File: config.mk
export PLATFORM = sky130hd
export DESIGN_NAME = pfb_ctrl
export DESIGN_NICKNAME = d
export VERILOG_FILES = /design/src/hdl/pfb_pkg.sv /design/src/hdl/pfb_ctrl.sv
export SDC_FILE = /design/constraint.sdc
export NUM_CORES = 1
export LEC_CHECK = 0
export CAP_MARGIN = 10
export CORE_AREA = 2 2 45 47
export DETAILED_ROUTE_END_ITERATION = 16
export DIE_AREA = 0 0 47 49
export DONT_BUFFER_PORTS = 1
export SYNTH_ARGS = -nofsm -noshare
export SYNTH_HDL_FRONTEND = slang
export SYNTH_SLANG_ARGS = --single-unit
File: constraint.sdc
create_clock -name i_clk -period 2.1 [get_ports i_clk]
set_input_delay 0.105 -clock i_clk [delete_from_list [all_inputs] [get_ports i_clk]]
set_output_delay 0.105 -clock i_clk [all_outputs]
set_load 0.05 [all_outputs]
File: src/hdl/pfb_pkg.sv
`timescale 1ns / 1ps

package pfb_pkg;

    localparam int DisplayWidth  = 128;
    localparam int DisplayHeight = 64;
    localparam int NumPages      = DisplayHeight / 8;
    localparam int StoreDepth    = DisplayWidth * NumPages;
    localparam int AddrWidth     = $clog2(StoreDepth);
    localparam int PageWidth     = $clog2(NumPages);

    localparam logic [1:0] OpFill   = 2'd0;
    localparam logic [1:0] OpBlit   = 2'd1;
    localparam logic [1:0] OpRead   = 2'd2;
    // Spare code: does nothing and answers with an all-zero result.
    localparam logic [1:0] OpUnused = 2'd3;

    localparam logic [2:0] RegBlitX   = 3'd0;
    localparam logic [2:0] RegBlitY   = 3'd1;
    localparam logic [2:0] RegWidth   = 3'd2;
    localparam logic [2:0] RegHeight  = 3'd3;
    localparam logic [2:0] RegMask    = 3'd4;
    localparam logic [2:0] RegClipL   = 3'd5;
    localparam logic [2:0] RegClipR   = 3'd6;

    typedef enum logic [3:0] {
        t_ST_IDLE,
        t_ST_CLEAR,
        t_ST_FILL,
        t_ST_RD,
        t_ST_RD_WAIT,
        t_ST_B0_RD,
        t_ST_B0_WR,
        t_ST_B1_RD,
        t_ST_B1_WR,
        t_ST_OUT
    } t_state;

    // Controller to datapath.
    typedef struct packed {
        logic accept;      // capture the input request
        logic sweep_start; // clear sweep address
        logic sweep_wr;    // write sweep byte and advance
        logic rd_issue;    // read the address for the current phase
        logic wr_issue;    // write the merged byte for the current phase
        logic phase1;      // carry page phase
        logic finish_blit; // advance stream position
        logic out_load;    // load the output register
    } t_cmd;

    // Datapath to controller.
    typedef struct packed {
        logic sweep_done;
        logic do_p0;
        logic do_p1;
    } t_status;

endpackage

File: src/hdl/pfb_ctrl.sv
`timescale 1ns / 1ps

module pfb_ctrl (
    input  logic               i_clk,
    input  logic               i_rst_n,
    input  logic               i_in_valid,
    input  logic [1:0]         i_in_op,
    output logic               o_in_ready,
    output logic               o_out_valid,
    input  logic               i_out_ready,
    input  logic [1:0]         i_op,
    input  pfb_pkg::t_status   i_status,
    output pfb_pkg::t_cmd      o_cmd
);

    pfb_pkg::t_state r_state, n_state;
    logic r_out_valid, n_out_valid;
    logic acc;

    // Input is taken only in idle, and only when the output slot is free
    // or being emptied this cycle.
    assign o_in_ready  = (r_state == pfb_pkg::t_ST_IDLE) && (!r_out_valid || i_out_ready);
    assign acc         = i_in_valid && o_in_ready;
    assign o_out_valid = r_out_valid;

    always_comb begin
        n_state = r_state;
        case (r_state)
            pfb_pkg::t_ST_CLEAR:
                if (i_status.sweep_done) n_state = pfb_pkg::t_ST_IDLE;
            pfb_pkg::t_ST_IDLE:
                if (acc) begin
                    case (i_in_op)
                        pfb_pkg::OpFill: n_state = pfb_pkg::t_ST_FILL;
                        pfb_pkg::OpRead: n_state = pfb_pkg::t_ST_RD;
                        pfb_pkg::OpBlit: n_state = pfb_pkg::t_ST_B0_RD;
                        default:         n_state = pfb_pkg::t_ST_OUT;
                    endcase
                end
            pfb_pkg::t_ST_FILL:
                if (i_status.sweep_done) n_state = pfb_pkg::t_ST_OUT;
            pfb_pkg::t_ST_RD:      n_state = pfb_pkg::t_ST_RD_WAIT;
            pfb_pkg::t_ST_RD_WAIT: n_state = pfb_pkg::t_ST_OUT;
            pfb_pkg::t_ST_B0_RD:
                n_state = i_status.do_p0 ? pfb_pkg::t_ST_B0_WR
                        : (i_status.do_p1 ? pfb_pkg::t_ST_B1_RD : pfb_pkg::t_ST_OUT);
            pfb_pkg::t_ST_B0_WR:
                n_state = i_status.do_p1 ? pfb_pkg::t_ST_B1_RD : pfb_pkg::t_ST_OUT;
            pfb_pkg::t_ST_B1_RD:   n_state = pfb_pkg::t_ST_B1_WR;
            pfb_pkg::t_ST_B1_WR:   n_state = pfb_pkg::t_ST_OUT;
            pfb_pkg::t_ST_OUT:     n_state = pfb_pkg::t_ST_IDLE;
            default:               n_state = pfb_pkg::t_ST_IDLE;
        endcase
    end

    always_comb begin
        o_cmd = '0;
        o_cmd.accept = acc;
        case (r_state)
            pfb_pkg::t_ST_IDLE:  o_cmd.sweep_start = acc && (i_in_op == pfb_pkg::OpFill);
            pfb_pkg::t_ST_CLEAR: o_cmd.sweep_wr = !i_status.sweep_done;
            pfb_pkg::t_ST_FILL:  o_cmd.sweep_wr = !i_status.sweep_done;
            pfb_pkg::t_ST_RD:    o_cmd.rd_issue = 1'b1;
            pfb_pkg::t_ST_B0_RD: o_cmd.rd_issue = i_status.do_p0;
            pfb_pkg::t_ST_B0_WR: o_cmd.wr_issue = 1'b1;
            pfb_pkg::t_ST_B1_RD: begin
                o_cmd.rd_issue = 1'b1;
                o_cmd.phase1   = 1'b1;
            end
            pfb_pkg::t_ST_B1_WR: begin
                o_cmd.wr_issue = 1'b1;
                o_cmd.phase1   = 1'b1;
            end
            pfb_pkg::t_ST_OUT: begin
                o_cmd.out_load    = 1'b1;
                o_cmd.finish_blit = (i_op == pfb_pkg::OpBlit);
            end
            default: ;
        endcase
    end

    always_comb begin
        n_out_valid = r_out_valid;
        if (r_out_valid && i_out_ready) n_out_valid = 1'b0;
        if (r_state == pfb_pkg::t_ST_OUT) n_out_valid = 1'b1;
    end

    always_ff @(posedge i_clk) begin
        if (!i_rst_n) begin
            r_state     <= pfb_pkg::t_ST_CLEAR;
            r_out_valid <= 1'b0;
        end else begin
            r_state     <= n_state;
            r_out_valid <= n_out_valid;
        end
    end

`ifndef SYNTHESIS
    a_one_out: assert property (@(posedge i_clk) disable iff (!i_rst_n)
        r_state == pfb_pkg::t_ST_OUT |=> r_out_valid)
        else $error("result not raised");
    a_idle_in: assert property (@(posedge i_clk) disable iff (!i_rst_n)
        o_in_ready |-> r_state == pfb_pkg::t_ST_IDLE)
        else $error("ready outside idle");
    a_wr_after_rd: assert property (@(posedge i_clk) disable iff (!i_rst_n)
        o_cmd.wr_issue |-> $past(o_cmd.rd_issue))
        else $error("write without preceding read");
`endif

endmodule

=== After elaboration in Yosys (flattened, before gate mapping) ===
Index checks and enable logic that the tools add are counted.

* Bits in registers: 5

* Muxes and demuxes: 15
* Equality and inequality tests: 15
* Reductions and logical operators: 16

{| class="wikitable"
|+ Operators by type and width
! operator !! count
|-
| 4-bit one-hot mux with 8 select lines || 1
|-
| 4-bit 2-to-1 mux || 5
|-
| 4-bit by 3-bit == test with 1-bit output, second input constant || 4
|-
| 4-bit one-hot mux with 3 select lines || 1
|-
| 2-bit OR reduction || 5
|-
| 4-bit by 2-bit == test with 1-bit output, second input constant || 2
|-
| 4-bit == test, second input constant || 2
|-
| 1-bit 2-to-1 mux || 6
|-
| 2-bit != test, second input constant || 3
|-
| 2-bit by 1-bit == test with 1-bit output, second input constant || 2
|-
| 4-bit by 1-bit == test with 1-bit output, second input constant || 1
|-
| 1-bit logical AND || 4
|-
| 4-bit zero test || 1
|-
| 3-bit AND reduction || 1
|-
| 2-bit == test, second input constant || 1
|-
| 1-bit zero test || 2
|-
| 2-bit zero test || 1
|-
| 2-bit 2-to-1 mux || 1
|-
| 1-bit one-hot mux with 2 select lines || 1
|-
| 2-bit nonzero test || 1
|-
| 1-bit logical OR || 1
|}

=== Logic depth before layout (Yosys ltp) ===
Gate-level depths: netlist of the first run.

* Depth after elaboration: 6
* Gate-level depth with buffers: 5

=== Least setup slack after synthesis of the first run ===
No wires, ideal clock.

* Path type: reg-to-output
* Start point: register r_state[3]
* End point: output o_cmd[6] in the netlist's numbering
* Stages on the path, launching flop included: 5
* Buffers on the path: 1
* Arrival time: 2228 ps
* Data required time: 1995 ps
* Setup slack: -233 ps
* Cells stage by stage: dfxtp_1 > buf_2 > nor2_1 > nand2_1 > nor4_1

{| class="wikitable"
|+ RTL lines
! item !! RTL line !! source
|-
| start, declared || pfb_ctrl.sv:16 || <nowiki>pfb_pkg::t_state r_state, n_state;</nowiki>
|-
| start signal, assigned || pfb_ctrl.sv:90 || <nowiki>r_state <= pfb_pkg::t_ST_CLEAR;</nowiki>
|-
| start signal, assigned || pfb_ctrl.sv:93 || <nowiki>r_state <= n_state;</nowiki>
|-
| end, declared || pfb_ctrl.sv:13 || <nowiki>output pfb_pkg::t_cmd o_cmd</nowiki>
|}

==> results of run 1 <==
[cell families (layout without fill, tap and decap cells)]
group	Yosys count	in the layout	share of synthesized area, %
multiplexers	1	1	2.94
AND/OR/NAND/NOR	31	31	34.8
XOR/XNOR	1	1	1.72
buffers and inverters	7	17	9.31
flip-flops	5	5	19.6
AO/OA/AOI/OAI	18	18	31.6
[synth_stat cells, types with 2 or more instances]
| cell type | number |
|---|---|
| nand2b_1 | 6 |
| a21oi_1 | 4 |
| nor4_1 | 3 |
| o41ai_1 | 2 |
| buf_2 | 2 |
| o311a_1 | 2 |
| buf_4 | 3 |
| o22a_1 | 2 |
| nor2_1 | 8 |
| nand2_1 | 4 |
| dfxtp_1 | 5 |
[where the power goes]
part           switching (mW)  total, mW  internal (mW)
clock network          0.0402      0.112         0.0719
registers             0.00708      0.105         0.0976
logic                  0.0434     0.0720         0.0286
total                  0.0907      0.289          0.198
[through the flow]
stage / utilization (%) / instance area (um2) / instances / setup slack [ns] / power (mW)
floorplan: - / 517 / 63 / 0.333 / 0.163
global placement: 32.0 / 589 / 95 / 0.432 / 0.174
detailed placement: 32.0 / 589 / 95 / 0.376 / 0.175
CTS: 34.0 / 626 / 100 / 0.103 / 0.294
global route: 34.0 / 626 / 100 / 0.0357 / 0.304
finish: 34.0 / 626 / 100 / 0.107 / 0.289
[worst max-delay path by stage]
stage               endpoint                    start  slack, ns  cells past startpoint
finish              o_cmd[1]  r_state[1]$_SDFFE_PN0P_       0.11                      4
global route        o_cmd[1]  r_state[1]$_SDFFE_PN0P_       0.04                      4
CTS                 o_cmd[1]  r_state[1]$_SDFFE_PN0P_       0.10                      4
detailed placement  o_cmd[1]  r_state[1]$_SDFFE_PN0P_       0.38                      4
global placement    o_cmd[1]  r_state[1]$_SDFFE_PN0P_       0.43                      4
floorplan           o_cmd[6]  r_state[3]$_SDFFE_PN0P_       0.33                      4
[per-layer routing]
metal,vias to the layer above,track usage [%],share of wire [%]
met5,-,0,0
met4,0,6.94,1.6
met3,4,3.33,4.3
met2,16,18.7,53
met1,248,14.9,41
li1,256,-,-
[area by class of cell]
type                    instances  area, um2
fillers                       216       1220
multi-input cells              51        369
flip-flops and latches          5        100
repair buffers                 12       92.6
well taps                      27       33.8
clock buffers                   4       26.3
inverters                       1       3.75
[state kept, by name, indices dropped and copies added, names as in the netlist]
| signal | count |
|---|---|
| o_out_valid | 1 |
| r_state | 4 |
==> impl_metrics.yaml, run 1 <==
setup_path:
  end_kind: "output port"
  r2r_end: "r_state[0]$_SDFFE_PN1P_"
  cpPeakStageDelay_ns: 0.54
  cp_num_buf_inv: 1
  r2r-start: "r_state[1]$_SDFFE_PN0P_"
  cp-start-kind: "flip-flop"
  critPathTopFamily: "simple AND/OR/NAND/NOR gates"
  criticalPathCategory: "flip-flop to output port"
  regToRegSetupSlack_ns: 0.44
  cp_max_fo: 12
  crit_required_ns: 2.00
  rr_worst_depth: 4
  slowest_stage: "and3_1"
  cp.arrival_ns: 1.89
  worstPathCellList: "nor2_4 -> and3_1 -> and3b_1 -> buf_4"
worst_hold_path:
  hold_depth: 2
  min_to: "r_state[0]$_SDFFE_PN1P_"
  min_from: "i_rst_n"
  min_path_type: "primary input to flip-flop"
cts:
  cts_resized: 0
  clock_path_buffers: 2
  clock_latency_ns: 0.25
  cts_sinks: 5
  path_clk_slew_ns: 0.04
  cts_htree_levels: 1
  post_cts_buffers: 0
  root_buffer: "clkbuf_4"
  cts_tree: "yes"
  ctsHoldBuffers: 1
  cts_made_buffers: 3
finish:
  area_growth_pct: 22.5
  nets: 85
  n_antenna_cell: 0
  most-common-layout-cells: "11 x buf_4, 8 x nor2_1, 6 x nand2b_1"
  drive_gt1_share_pct: 28.8
  layout_commonest_cell: "buf_4"
logic_synthesis:
  synth_cells: 63
  yosysUniqueCellTypes: 33
  synth_area_leaders: "dfxtp_1 20%, nand2b_1 7.4%, nor2_1 5.9%"
  synth_top_area_share_pct: 19.6
  avgSynthCellArea_um2: 8.10
  syn_nets: 74
  synth-main-ff-cell: "dfxtp_1"
  synth_area_leader_cell: "dfxtp_1"
  synth-seq-cells: 5
  synth_async_sr_flop_share_pct: 0
  synth_edf_count: 0
  yosysSeqAreaShare_pct: 19.6
  ys_warn_count: 0
  syn_area_um2: 510
pwr:
  peakVddDrop_v: 0.000242
  leakage_nw: 0.274
  pwr_density_cell_mw_per_mm2: 461
global_route:
  antenna_found_initial: 0
  grt_overflow: 0
  track_usage_pct: 12.3
  grt_pass1_vias: 449
  grt_start_max_net_pins: 14
  grt_first_pass_wirelength_mm: 2.01
floorplanning:
  core_mm2: 0.00184
  die_x_um: 47
  floorplan.initialDensity_pct: 27.7
  ioPinCount: 21
  rows: 16
  die_h_um: 49
  die_area_mm2: 0.00230
route:
  ant_nets: 0
  wl_per_cell_um: 13.1
  wl_mm: 1.31
  drt_iter0_drc: 15
  vias: 524
  first_pass_iters: 4
  routed_via_density: 5.24
  drcViolationCount: 0
place:
  place_congestion: 0.757
  port_buffers: 0
  dpl.hpwl_mm: 1.01
sta:
  slew_viol_final: 0
  setup_viol: 0
  hold_violations: 0
  min_period_ns: 1.99
  finalSetupTns_ns: 0
  grt_setup_unrepaired: "no"
  fin_skew_ns: 0.00433
  tightest_slew_ns: 0.569
  final.period_utilization_pct: 94.9
  max_slew_margin_pct: 62.1
  fin_hold_ws_ns: 0.00706
  clock.fmax_mhz: 502
run_status:
  status: "finished clean"
run:
  drv_cap: 0
No activity file was read; power rests on OpenSTA's default activity.
==> inputs of run 2 (changes only) <==
--- a/config.mk
+++ b/config.mk
@@ -5,7 +5,6 @@
 export SDC_FILE = /design/constraint.sdc
 export NUM_CORES = 1
 export LEC_CHECK = 0
-export CAP_MARGIN = 10
 export CORE_AREA = 2 2 45 47
 export DETAILED_ROUTE_END_ITERATION = 16
 export DIE_AREA = 0 0 47 49
==> constraint.sdc (replaced) <==
create_clock -name i_clk -period 2.55 [get_ports i_clk]
set_input_delay 0.1275 -clock i_clk [delete_from_list [all_inputs] [get_ports i_clk]]
set_output_delay 0.1275 -clock i_clk [all_outputs]
set_load 0.05 [all_outputs]
==> impl_metrics.yaml, run 2 (synthesis gave the netlist of run 1 again) <==
cts:
  clock_latency_ns: 0.24
  cts_tree: "yes"
  cts_sinks: 5
  post_cts_buffers: 0
  clock_path_buffers: 2
  path_clk_slew_ns: 0.04
  ctsHoldBuffers: 0
  root_buffer: "clkbuf_4"
  cts_resized: 0
  cts_htree_levels: 1
  cts_made_buffers: 3
finish:
  regMostFlops: "r_state"
  fillers: 215
  n_antenna_cell: 0
  nets: 80
  largest_reg_flops: 4
  most-common-layout-cells: "8 x nor2_1, 7 x buf_4, 6 x nand2b_1"
  layout_commonest_cell: "nor2_1"
  drive_gt1_share_pct: 25.0
  area_growth_pct: 14.7
pwr:
  pwr-share-clk_pct: 39.2
  swShare_pct: 30.8
  internal-power_uw: 162
  p_total_uw: 233
  peakVddDrop_v: 0.000145
  pwr-share-comb_pct: 23.7
  leakage_nw: 0.248
  sequentialPowerShare_pct: 37.2
  switchingPower_uw: 71.8
  pwr_density_cell_mw_per_mm2: 399
floorplanning:
  floorplan.initialDensity_pct: 27.7
  rows: 16
  die_area_mm2: 0.00230
  die_h_um: 49
  ioPinCount: 21
  core_mm2: 0.00184
  die_x_um: 47
global_route:
  grt_pass1_vias: 415
  antenna_found_initial: 0
  grt_first_pass_wirelength_mm: 1.80
  grt_overflow: 0
  grt_start_max_net_pins: 15
  track_usage_pct: 11.0
run_status:
  status: "finished clean"
route:
  ant_nets: 0
  first_pass_iters: 4
  drcViolationCount: 0
  wl_mm: 1.23
  vias: 479
  wl_per_cell_um: 13.0
  routed_via_density: 5.04
  drt_iter0_drc: 5
setup_path:
  critPathTopFamily: "simple AND/OR/NAND/NOR gates"
  cp-start-kind: "flip-flop"
  cp.arrival_ns: 2.02
  end_kind: "output port"
  criticalPathCategory: "flip-flop to output port"
  worstPathCellList: "and3_1 -> and3b_1"
  rr_worst_depth: 4
  crit_required_ns: 2.42
  cpPeakStageDelay_ns: 0.61
  path_depth: 2
  cp_max_fo: 14
  slowest_stage: "dfxtp_1"
  cp_num_buf_inv: 0
worst_hold_path:
  hold_depth: 1
  min_path_type: "primary input to flip-flop"
sta:
  slew_viol_final: 0
  grt_setup_unrepaired: "no"
  layout_setup_ws_ns: 0.401
  min_period_ns: 2.15
  setup_viol: 0
  hold_violations: 0
  max_slew_margin_pct: 62.7
  finalSetupTns_ns: 0
  fin_skew_ns: 0.00176
  final.period_utilization_pct: 84.3
  tightest_slew_ns: 0.560
  clock.fmax_mhz: 465
place:
  dpl.hpwl_um: 987
  port_buffers: 0
  place_congestion: 0.765
  pre_cts_ws_ns: 0.635
run:
  drv_cap: 0
==> run 2: cell types whose count changed in the layout (fill, tap and decap cells not counted) <==
cell,change
buf_4,-4
dlygate4sd3_1,-1
==> run 2: cell type report <==
cell class / count / area, um2 / area share [%]
Multi-Input combinational cell: 51 / 369 / 63.0
Sequential cell: 5 / 100 / 17.1
Timing Repair Buffer: 7 / 52.6 / 8.97
Tap cell: 27 / 33.8 / 5.77
Clock buffer: 4 / 26.3 / 4.49
Inverter: 1 / 3.75 / 0.641
==> run 2: per-layer routing <==
layer  wire, um  track usage, %
met1        510            12.3
met2        649            17.4
met3         42            2.22
met4         28            8.33
met5          0               0
==> run 2: path summary, 6_finish.rpt <==
check / from / endpoint / slack (ns)
max: r_state[3]$_SDFFE_PN0P_ / o_cmd[1] / 0.40
min: i_rst_n / o_out_valid$_SDFFE_PN0P_ / 0.01
max reg2reg: o_out_valid$_SDFFE_PN0P_ / r_state[0]$_SDFFE_PN1P_ / 0.89
min reg2reg: r_state[0]$_SDFFE_PN1P_ / r_state[3]$_SDFFE_PN0P_ / 0.81
==> run 2: stage by stage <==
step	area (um2)	std cells	util, %	hold WS (ns)
after global placement	559	91	30.4	0.257
after floorplan	510	63	-	0.245
after CTS	586	95	31.8	0.00709
after global routing	586	95	31.8	0.00534
final	586	95	31.8	0.0111
after detailed placement	559	91	30.4	0.260
==> run 2: power groups by stage <==
stage	Clock [mW]	Sequential, mW	Combinational [mW]
finish	0.0914	0.0868	0.0552
global route	0.0985	0.0873	0.0592
CTS	0.0954	0.0865	0.0558
detailed placement	0	0.0880	0.0557
global placement	0	0.0876	0.0556
floorplan	0	0.0834	0.0505
